--- config.mk ---
export PLATFORM = sky130hd
export DESIGN_NAME = utf8_space_stripper_top
export DESIGN_NICKNAME = d
export VERILOG_FILES = /design/src/rtl/usp_pkg.sv /design/src/rtl/usp_decode.sv /design/src/rtl/usp_queue.sv /design/src/rtl/utf8_space_stripper_top.sv
export SDC_FILE = /design/constraint.sdc
export NUM_CORES = 1
export LEC_CHECK = 0
export CAP_MARGIN = 20
export CELL_PAD_IN_SITES_DETAIL_PLACEMENT = 1
export CELL_PAD_IN_SITES_GLOBAL_PLACEMENT = 1
export CORE_UTILIZATION = 30
export DETAILED_ROUTE_END_ITERATION = 6
export DONT_BUFFER_PORTS = 1
export GPL_ROUTABILITY_DRIVEN = 0
export PLACE_DENSITY_LB_ADDON = 0.1
export SETUP_SLACK_MARGIN = 0.4
export SLEW_MARGIN = 20
export SYNTH_ARGS = -nofsm -noshare
export SYNTH_HDL_FRONTEND = slang
export SYNTH_SLANG_ARGS = --single-unit
--- constraint.sdc ---
create_clock -name clk_i -period 3.7 [get_ports clk_i]
set_input_delay 0.185 -clock clk_i [delete_from_list [all_inputs] [get_ports clk_i]]
set_output_delay 0.185 -clock clk_i [all_outputs]
set_load 0.005 [all_outputs]
--- src/rtl/usp_pkg.sv ---
// ----------------------------------------------------------------------------
// UTF-8 space stripper package
// Shared types and constants for the space stripper: the prefix hold state,
// one result entry and the group of results that one input byte causes.
// ----------------------------------------------------------------------------
package usp_pkg;

  localparam int unsigned QueueDepth = 8;
  localparam int unsigned GroupSize  = 3;

  localparam logic [7:0] ByteSpace = 8'h20;
  localparam logic [7:0] ByteC2    = 8'hC2;
  localparam logic [7:0] ByteA0    = 8'hA0;
  localparam logic [7:0] ByteE2    = 8'hE2;
  localparam logic [7:0] Byte80    = 8'h80;
  localparam logic [7:0] Byte82    = 8'h82;
  localparam logic [7:0] Byte83    = 8'h83;
  localparam logic [7:0] Byte89    = 8'h89;
  localparam logic [7:0] ByteAF    = 8'hAF;

  typedef enum logic [1:0] {
    HOLD_NONE = 2'd0,
    HOLD_C2   = 2'd1,
    HOLD_E2   = 2'd2,
    HOLD_E280 = 2'd3
  } hold_e;

  typedef struct packed {
    logic [7:0] data;
    logic       has_byte;
    logic       last;
  } result_t;

  typedef struct packed {
    logic [1:0]                  cnt;
    result_t [GroupSize-1:0]     item;
  } group_t;

endpackage

--- src/rtl/usp_decode.sv ---
// ----------------------------------------------------------------------------
// UTF-8 space stripper decoder
// Classifies one input byte against the held prefix and forms the group of
// up to three results together with the next hold state.
// ----------------------------------------------------------------------------
module usp_decode
  import usp_pkg::*;
(
  input  logic [7:0] byte_i,
  input  logic       last_i,
  input  hold_e      hold_i,
  output group_t     group_o,
  output hold_e      hold_o
);

  function automatic group_t push_byte(group_t g, logic [7:0] b);
    if (g.cnt != 2'd3) begin
      g.item[g.cnt].data     = b;
      g.item[g.cnt].has_byte = 1'b1;
      g.item[g.cnt].last     = 1'b0;
      g.cnt                  = g.cnt + 2'd1;
    end
    return g;
  endfunction

  function automatic group_t push_held(group_t g, hold_e h);
    group_t r;
    r = g;
    case (h)
      HOLD_C2:   r = push_byte(r, ByteC2);
      HOLD_E2:   r = push_byte(r, ByteE2);
      HOLD_E280: begin
        r = push_byte(r, ByteE2);
        r = push_byte(r, Byte80);
      end
      default:   r = g;
    endcase
    return r;
  endfunction

  group_t grp;
  hold_e  hold_mid;
  hold_e  hold_d;
  logic   hit;

  always_comb begin
    case (hold_i)
      HOLD_C2:   hit = (byte_i == ByteA0);
      HOLD_E2:   hit = (byte_i == Byte80);
      HOLD_E280: hit = (byte_i inside {Byte82, Byte83, Byte89, ByteAF});
      default:   hit = 1'b0;
    endcase

    if (hit) begin
      hold_mid = (hold_i == HOLD_E2) ? HOLD_E280 : HOLD_NONE;
    end else if (byte_i == ByteC2) begin
      hold_mid = HOLD_C2;
    end else if (byte_i == ByteE2) begin
      hold_mid = HOLD_E2;
    end else begin
      hold_mid = HOLD_NONE;
    end

    hold_d = last_i ? HOLD_NONE : hold_mid;
  end

  always_comb begin
    grp = '0;
    if (!hit) begin
      grp = push_held(grp, hold_i);
      if (!(byte_i inside {ByteSpace, ByteC2, ByteE2})) begin
        grp = push_byte(grp, byte_i);
      end
    end

    if (last_i) begin
      grp = push_held(grp, hold_mid);
      if (grp.cnt == 2'd0) begin
        grp.cnt              = 2'd1;
        grp.item[0].data     = 8'h00;
        grp.item[0].has_byte = 1'b0;
        grp.item[0].last     = 1'b1;
      end else begin
        grp.item[grp.cnt - 2'd1].last = 1'b1;
      end
    end
  end

  assign group_o = grp;
  assign hold_o  = hold_d;

endmodule

--- src/rtl/usp_queue.sv ---
// ----------------------------------------------------------------------------
// UTF-8 space stripper result queue
// Takes a group of up to three results in one cycle and hands them out one
// per transaction in order.
// ----------------------------------------------------------------------------
module usp_queue
  import usp_pkg::*;
#(
  parameter int unsigned DEPTH = QueueDepth
) (
  input  logic    clk_i,
  input  logic    rst_ni,
  input  logic    wr_en_i,
  input  group_t  group_i,
  output logic    room_o,
  output logic    valid_o,
  output result_t head_o,
  input  logic    rd_en_i
);

  localparam int unsigned AW = (DEPTH > 1) ? $clog2(DEPTH) : 1;
  localparam int unsigned CW = $clog2(DEPTH + 1);
  localparam logic [CW-1:0] RoomMax = CW'(DEPTH - GroupSize);
  localparam logic [AW+1:0] DepthW  = (AW + 2)'(DEPTH);

  result_t        mem_q [DEPTH];
  logic [AW-1:0]  wptr_q, wptr_d;
  logic [AW-1:0]  rptr_q, rptr_d;
  logic [CW-1:0]  count_q, count_d;
  logic [AW-1:0]  widx [GroupSize];
  logic [AW+1:0]  sum  [GroupSize+1];
  logic [CW-1:0]  wr_cnt;

  always_comb begin
    for (int i = 0; i <= GroupSize; i++) begin
      sum[i] = {2'b00, wptr_q} + (AW + 2)'(i);
      if (sum[i] >= DepthW) begin
        sum[i] = sum[i] - DepthW;
      end
    end
    for (int i = 0; i < GroupSize; i++) begin
      widx[i] = sum[i][AW-1:0];
    end
  end

  assign wr_cnt = wr_en_i ? CW'(group_i.cnt) : '0;

  always_comb begin
    wptr_d  = wptr_q;
    rptr_d  = rptr_q;
    case (group_i.cnt)
      2'd1:    wptr_d = sum[1][AW-1:0];
      2'd2:    wptr_d = sum[2][AW-1:0];
      2'd3:    wptr_d = sum[3][AW-1:0];
      default: wptr_d = wptr_q;
    endcase
    if (!wr_en_i) begin
      wptr_d = wptr_q;
    end
    if (rd_en_i) begin
      rptr_d = (rptr_q == AW'(DEPTH - 1)) ? '0 : rptr_q + AW'(1);
    end
    count_d = count_q + wr_cnt - (rd_en_i ? CW'(1) : CW'(0));
  end

  always_ff @(posedge clk_i or negedge rst_ni) begin
    if (!rst_ni) begin
      wptr_q  <= '0;
      rptr_q  <= '0;
      count_q <= '0;
    end else begin
      wptr_q  <= wptr_d;
      rptr_q  <= rptr_d;
      count_q <= count_d;
    end
  end

  always_ff @(posedge clk_i) begin
    for (int i = 0; i < GroupSize; i++) begin
      if (wr_en_i && (2'(i) < group_i.cnt)) begin
        mem_q[widx[i]] <= group_i.item[i];
      end
    end
  end

  assign room_o  = (count_q <= RoomMax);
  assign valid_o = (count_q != '0);
  assign head_o  = mem_q[rptr_q];

  a_count_bound: assert property (@(posedge clk_i) disable iff (!rst_ni)
    count_q <= CW'(DEPTH))
    else $error("Queue count exceeds its depth.");

  a_write_has_room: assert property (@(posedge clk_i) disable iff (!rst_ni)
    wr_en_i |-> room_o)
    else $error("Group written without room for it.");

  a_read_only_drains: assert property (@(posedge clk_i) disable iff (!rst_ni)
    (rd_en_i && !wr_en_i) |=> count_q == $past(count_q) - CW'(1))
    else $error("Read transaction did not drain one entry.");

  a_write_fills: assert property (@(posedge clk_i) disable iff (!rst_ni)
    (wr_en_i && !rd_en_i) |=> count_q == $past(count_q) + CW'($past(group_i.cnt)))
    else $error("Group write did not add its results.");

endmodule

--- src/rtl/utf8_space_stripper_top.sv ---
// ----------------------------------------------------------------------------
// UTF-8 space stripper
// Removes ASCII, no-break and selected Unicode spaces from a byte stream.
// ----------------------------------------------------------------------------
// The block takes one byte per cycle while the queue has room and writes
// the up to three results that the byte causes into a small result queue
// in the same cycle; the queue hands out one result per transaction, so a
// result leaves at the earliest in the cycle after its byte. Input is
// stalled only while the queue has fewer than three free entries, which at
// the default depth of eight happens only when the output side stalls.
module utf8_space_stripper_top
  import usp_pkg::*;
#(
  parameter int unsigned QUEUE_DEPTH = QueueDepth
) (
  input  logic       clk_i,
  input  logic       rst_ni,
  input  logic       in_valid_i,
  output logic       in_stall_o,
  input  logic [7:0] in_byte_i,
  input  logic       in_last_i,
  output logic       out_valid_o,
  input  logic       out_stall_i,
  output logic [7:0] out_byte_o,
  output logic       out_has_byte_o,
  output logic       out_end_o
);

  hold_e   hold_q, hold_d;
  group_t  grp;
  logic    room;
  logic    in_fire;
  logic    out_fire;
  result_t head;

  usp_decode u_decode (
    .byte_i  (in_byte_i),
    .last_i  (in_last_i),
    .hold_i  (hold_q),
    .group_o (grp),
    .hold_o  (hold_d)
  );

  assign in_stall_o = !room;
  assign in_fire    = in_valid_i && room;
  assign out_fire   = out_valid_o && !out_stall_i;

  always_ff @(posedge clk_i or negedge rst_ni) begin
    if (!rst_ni) begin
      hold_q <= HOLD_NONE;
    end else if (in_fire) begin
      hold_q <= hold_d;
    end
  end

  usp_queue #(
    .DEPTH (QUEUE_DEPTH)
  ) u_queue (
    .clk_i   (clk_i),
    .rst_ni  (rst_ni),
    .wr_en_i (in_fire),
    .group_i (grp),
    .room_o  (room),
    .valid_o (out_valid_o),
    .head_o  (head),
    .rd_en_i (out_fire)
  );

  assign out_byte_o     = head.data;
  assign out_has_byte_o = head.has_byte;
  assign out_end_o      = head.last;

endmodule

==> impl_metrics.ini, run 1 <==
[sta]
setup_viol = 0
finalMaxSlewViolations = 0
worstMarginPinSlew_ns = 0.863
timing.final.crit_share = 0.839
grt_setup_unrepaired = false
tns_ns = 0
hold_viol_final = 0
fin_skew_ns = 0.00927
max_freq_mhz = 322
period_needed_ns = 3.11
relSlewSlack = 0.425

[cells_and_area]
postLayoutCellArea_mm2 = 0.00689
regArea_mm2 = 0.00270
mostFrequentLayoutCell = edfxtp_1
antenna_cells = 0
multiInputGateArea_mm2 = 0.00319
fillerInstances = 2140
fin_cells = 788
layout.nets = 551
post_route_cells_drive_above_1_share = 0.214
syn_to_final_growth_pct = 13.8
layout_common_cells = edfxtp_1 (80), mux2i_1 (74), o221ai_1 (40), nand2_1 (37), buf_4 (36)

[setup_path]
r2r_cells = 10
critPathKind = reg2reg
critPathLaunchType = register
r2r_end = u_queue.mem_q[7][9]
timing.rr.start = hold_q[1]
reg2reg_slack_ns = 0.59
cp_data_arrival_time_ns = 3.16
crit_required_ns = 3.75
critPathMaxFanout = 10
endpoint_kind = register

[route]
dr_total_vias = 4452
routed-wl-met3_um = 731
avgViaCountPerCell = 5.65
drtIter0Drc = 233
remaining_drc_errors = 0
wl_met1_mm = 8.76
dr.pass1.iters = 4
dr_wl_met2_mm = 9.42
maxUsedRoutingLayer = met4
postRouteAntennaNets = 0
wl_per_cell_um = 24.4
routed_wl_mm = 19.2

[clock_tree]
cts_tree = done
cts_buffer_depth = 2
cts_root_buffer = clkbuf_16
clkTransAtPathRegs_ns = 0.07
worst_skew_pair.late_latency_ns = 0.35
htree_levels = 3
cts_buffers = 9
clock-sinks = 92

[synth]
synthArstFlopShare = 0.130
synth_edf_count = 80
synth_ff_type = edfxtp_1
synth-seq-cells = 92
syn_nets = 536
yosysUniqueCellTypes = 63
syn-cell-area_mm2 = 0.00605
synth_area_per_cell_um2 = 12.0
syn_inst = 504
yosysWarnings = 0
seq_area_frac_synth = 0.447

[global_routing]
grt.total_usage = 0.199
grt_pass1_wl_mm = 29.8
antenna_found_initial = 0
grt_overflow = 0
grt_max_degree = 24
grt_pass1_vias = 4775

[placed_design]
numPortBuffers = 0
place_area_mm2 = 0.00654
dp.cells = 769
dp_hpwl_mm = 14.6

[min_path]
hold_path_depth = 3
worstHoldPathType = in2reg
hp-start = in_byte_i[5]
holdPathEnd = hold_q[0]

[floorplan]
initial_core_util = 0.309
die-area_mm2 = 0.0207
die_w_um = 144
io_pins = 25
core-area_mm2 = 0.0196
die_height_um = 144
rows = 51

[pwr]
peakVddDrop_v = 0.000215
power.leakage_nw = 2.77
cellPowerDensity_mw_per_mm2 = 531
power.total_mw = 3.66

[outcome]
status = finished clean

[run]
cap_violations = 0
cell usage after synthesis, types with 3 or more instances:
| master | n | share of area |
|---|---|---|
| nor2_1 | 18 | 0.011 |
| o311ai_0 | 9 | 0.013 |
| nor3b_1 | 3 | 0.0037 |
| nand3_1 | 23 | 0.019 |
| o21ai_1 | 4 | 0.0033 |
| or2_2 | 4 | 0.0041 |
| ha_1 | 18 | 0.037 |
| a21oi_1 | 11 | 0.0091 |
| a31oi_1 | 8 | 0.0083 |
| o31ai_1 | 3 | 0.0037 |
| mux2_2 | 14 | 0.026 |
| o221ai_1 | 40 | 0.058 |
| xnor2_1 | 6 | 0.0087 |
| a21o_1 | 3 | 0.0037 |
| buf_2 | 10 | 0.0083 |
| dfrtp_1 | 12 | 0.050 |
| o21ai_0 | 9 | 0.0074 |
| and2_1 | 4 | 0.0041 |
| inv_1 | 22 | 0.014 |
| buf_1 | 3 | 0.0019 |
| mux2i_1 | 74 | 0.12 |
| clkbuf_1 | 18 | 0.011 |
| and3_1 | 3 | 0.0031 |
| mux4_2 | 20 | 0.074 |
| edfxtp_1 | 80 | 0.40 |
| nor3_1 | 3 | 0.0025 |
| nand2_1 | 38 | 0.024 |
| buf_6 | 3 | 0.0056 |
logic make-up after synthesis:
| logic type | share of synthesized area |
|---|---|
| AND/OR/NAND/NOR | 0.0999 |
| multiplexers | 0.227 |
| adder cells (fa/ha/maj) | 0.0405 |
| buffers and inverters | 0.0424 |
| XOR/XNOR | 0.0116 |
| AO/OA/AOI/OAI | 0.133 |
| flip-flops | 0.447 |
metrics by stage:
stage                util  setup WS (ns)  hold slack, ns
global route        0.352          0.415           0.129
floorplan               -          0.318          -0.111
finish              0.352          0.594           0.111
CTS                 0.348          0.400           0.101
detailed placement  0.334          0.314          -0.110
global placement    0.334          0.345          -0.110
power by group:
group	switching, mW	internal [mW]
registers	0.130	1.27
clock network	0.413	0.452
logic	0.775	0.617
cell type report:
cell class,count,area share
clock buffer,9,0.0327
sequential,92,0.392
multi-input combinational,354,0.464
clock inverter,6,0.00600
timing repair buffer,39,0.0443
tap,265,0.0481
inverter,23,0.0125
critical path, cell delays in order (launching register included):
cell      delay (ns)
dfrtp_1         0.40
inv_1           0.06
ha_2            0.35
buf_4           0.15
nand2_1         0.10
o211ai_1        0.17
a21o_1          0.21
nand3_4         0.18
or4_1           0.77
o311ai_2        0.18
buf_4           0.23
per-layer routing:
metal | track usage | vias to the layer above
li1 | - | 2037
met1 | 0.258 | 2305
met2 | 0.341 | 89
met3 | 0.0268 | 21
met4 | 0.0633 | 0
met5 | 0 | -
how the worst max path moves through the flow:
stage,from,to,slack (ns)
final,hold_q[1],u_queue.mem_q[7][9],0.59
after global routing,hold_q[1],u_queue.mem_q[2][9],0.42
after CTS,hold_q[0],u_queue.count_q[2],0.40
after detailed placement,hold_q[0],u_queue.mem_q[3][2],0.31
after global placement,in_byte_i[1],u_queue.mem_q[3][6],0.35
after floorplan,hold_q[0],u_queue.mem_q[0][0],0.32
sequential cells by signal (all words and copies together) (netlist names):
register         count
u_queue.mem_q       80
u_queue.count_q      4
u_queue.rptr_q       3
u_queue.wptr_q       3
hold_q               2
repair_timing:
item                                   in CTS  in global routing
gates cloned                                0                  0
endpoints found under the hold margin      14                  0
setup endpoints to repair                  96                155
pin swaps                                   0                  2
resized for setup                           1                  8
setup buffers                               0                  1
hold buffers                                2                  0
Note: power is estimated with default switching activity, not from simulation.
==> run 2, diff against run 1 <==
Clock period 3.7 ns to 3.14 ns, I/O delays scaled along.
==> run 2 against run 1 <==
- maximum frequency is 11% higher
- critical path type unchanged
- clock-buffer cell count is 1 higher
- sequential cell count stayed put
- sequential share of layout area is 7.5 points lower
- first-iteration DRC count is 4.7% higher
- total power is 36% higher
- highest routed layer unchanged
- worst setup slack worse by 0.24 ns
- hold slack better by 0.016 ns
==> impl_metrics.ini, run 2 (synthesis results as in run 1) <==
[route]
wl_per_cell_um = 25.8
drtIter0Drc = 244
routed_wl_mm = 22.2
avgViaCountPerCell = 5.66
dr.pass1.iters = 4
dr_total_vias = 4873
postRouteAntennaNets = 0
remaining_drc_errors = 0

[clock_tree]
clkTransAtPathRegs_ns = 0.08
worst_skew_pair.late_latency_ns = 0.35
clock-sinks = 92
cts_buffer_depth = 2
cts_buffers = 9
cts_root_buffer = clkbuf_16
htree_levels = 3
cts_tree = done

[setup_path]
slowest_stage = dfrtp_2
critPathMaxFanout = 5
r2r_end = u_queue.mem_q[2][5]
endpoint_kind = register
critPathLaunchType = register
path_cells = buf_4, ha_4, nand2_2, o22a_4, a21oi_4, o31a_1, buf_6, nor4_4, buf_6, nand2_8, o311ai_4, buf_12
r2r_cells = 12
critPathMaxStageDelay_ns = 0.44
critPathKind = reg2reg
crit_required_ns = 3.21
timing.rr.start = hold_q[1]
cp_data_arrival_time_ns = 2.86
cpMostUsedCell = buf_6
reg2reg_slack_ns = 0.35

[sta]
worstMarginPinSlew_ns = 0.870
relSlewSlack = 0.420
period_needed_ns = 2.79
hold_viol_final = 0
timing.final.crit_share = 0.889
setup_viol = 0
finalMaxSlewViolations = 0
setup_slack_ns = 0.350
max_freq_mhz = 358
whs_ns = 0.127
grt_setup_unrepaired = true
fin_skew_ns = 0.0112

[cells_and_area]
layout.nets = 623
largest_reg_flops = 80
antenna_cells = 0
mostFrequentLayoutCell = edfxtp_1
fillerInstances = 2020
fin_cells = 861
syn_to_final_growth_pct = 41.0
postLayoutCellArea_mm2 = 0.00853
regArea_mm2 = 0.00270
layout_common_cells = edfxtp_1 (80), mux2i_1 (69), buf_4 (58), buf_6 (30), nand2_1 (28)
multiInputGateArea_mm2 = 0.00389
post_route_cells_drive_above_1_share = 0.455

[placed_design]
dp_hpwl_mm = 15.4
dp.cells = 798
numPortBuffers = 0
post-place-ws_ns = -0.0174
place_area_mm2 = 0.00699

[global_routing]
grt_pass1_wl_mm = 33.7
grt_max_degree = 24
grt.total_usage = 0.227
grt_overflow = 0
antenna_found_initial = 0
grt_pass1_vias = 5316

[floorplan]
initial_core_util = 0.309
io_pins = 25
die-area_mm2 = 0.0207
die_height_um = 144
rows = 51
die_w_um = 144
core-area_mm2 = 0.0196

[pwr]
cellPowerDensity_mw_per_mm2 = 581
peakVddDrop_v = 0.000368
power.leakage_nw = 3.41

[min_path]
holdPathEnd = hold_q[1]
hold_path_depth = 2
worstHoldPathType = in2reg
hp-start = in_byte_i[5]

[run]
cap_violations = 0

[outcome]
status = finished clean
run 2: cell types whose count changed in the layout (fill, tap and decap cells not counted), sizes merged:
| cell | delta |
|---|---|
| buf | +71 |
| clkbuf | +2 |
| bufinv | +3 |
| clkinv | -3 |
run 2: worst max path at each step:
stage	endpoint	startpoint	depth (start not counted)	slack [ns]
finish	u_queue.mem_q[2][5]	hold_q[1]	12	0.35
detailed placement	u_queue.mem_q[2][5]	in_byte_i[7]	9	-0.02
global placement	u_queue.mem_q[2][5]	in_byte_i[7]	9	0.01
global route	u_queue.mem_q[2][5]	hold_q[1]	12	0.30
CTS	u_queue.mem_q[2][5]	hold_q[1]	12	0.35
floorplan	u_queue.mem_q[4][0]	in_byte_i[1]	9	0.27
run 2: what timing repair did:
item	4_1_cts	5_1_grt
hold endpoints to repair	14	0
endpoints found under the setup margin	163	162
buffers inserted	28	13
cloned	2	2
hold buffers	2	0
resized for setup	86	86
pin swaps	27	18
run 2: layout make-up:
class	count	area share
well taps	265	0.0389
repair buffers	111	0.138
flip-flops and latches	92	0.317
clock inverters	6	0.0131
clock buffers	10	0.0268
inverters	23	0.0103
multi-input cells	354	0.456
run 2: through the flow:
step / total power [mW] / TNS [ns] / utilization
6_report: 4.96 / 0 / 0.435
5_1_grt: 5.22 / 0 / 0.435
4_1_cts: 4.90 / 0 / 0.407
3_5_place_dp: 3.44 / -0.203 / 0.357
3_3_place_gp: 3.39 / 0 / 0.357
2_1_floorplan: 2.92 / 0 / -
run 2: routing by layer:
layer,track usage,routed length [um],up-vias
li1,-,-,2195
met1,0.287,9610,2530
met2,0.395,11300,118
met5,0,0,-
met4,0.0689,477,0
met3,0.0354,826,30
run 2: worst max-delay path, delay by kind of cell, from the launching register on:
kind            cells  cell delay, ns
compound gates      4            0.72
fa+ha+maj           1            0.18
buf+inv             4            0.73
flops               1            0.44
simple gates        3            0.41
run 2: power breakdown:
group	leakage, nW	internal, mW	total, mW	switching [mW]
Combinational	2.38	0.896	2.06	1.17
Clock	0.163	0.781	1.28	0.500
Sequential	0.867	1.50	1.62	0.119
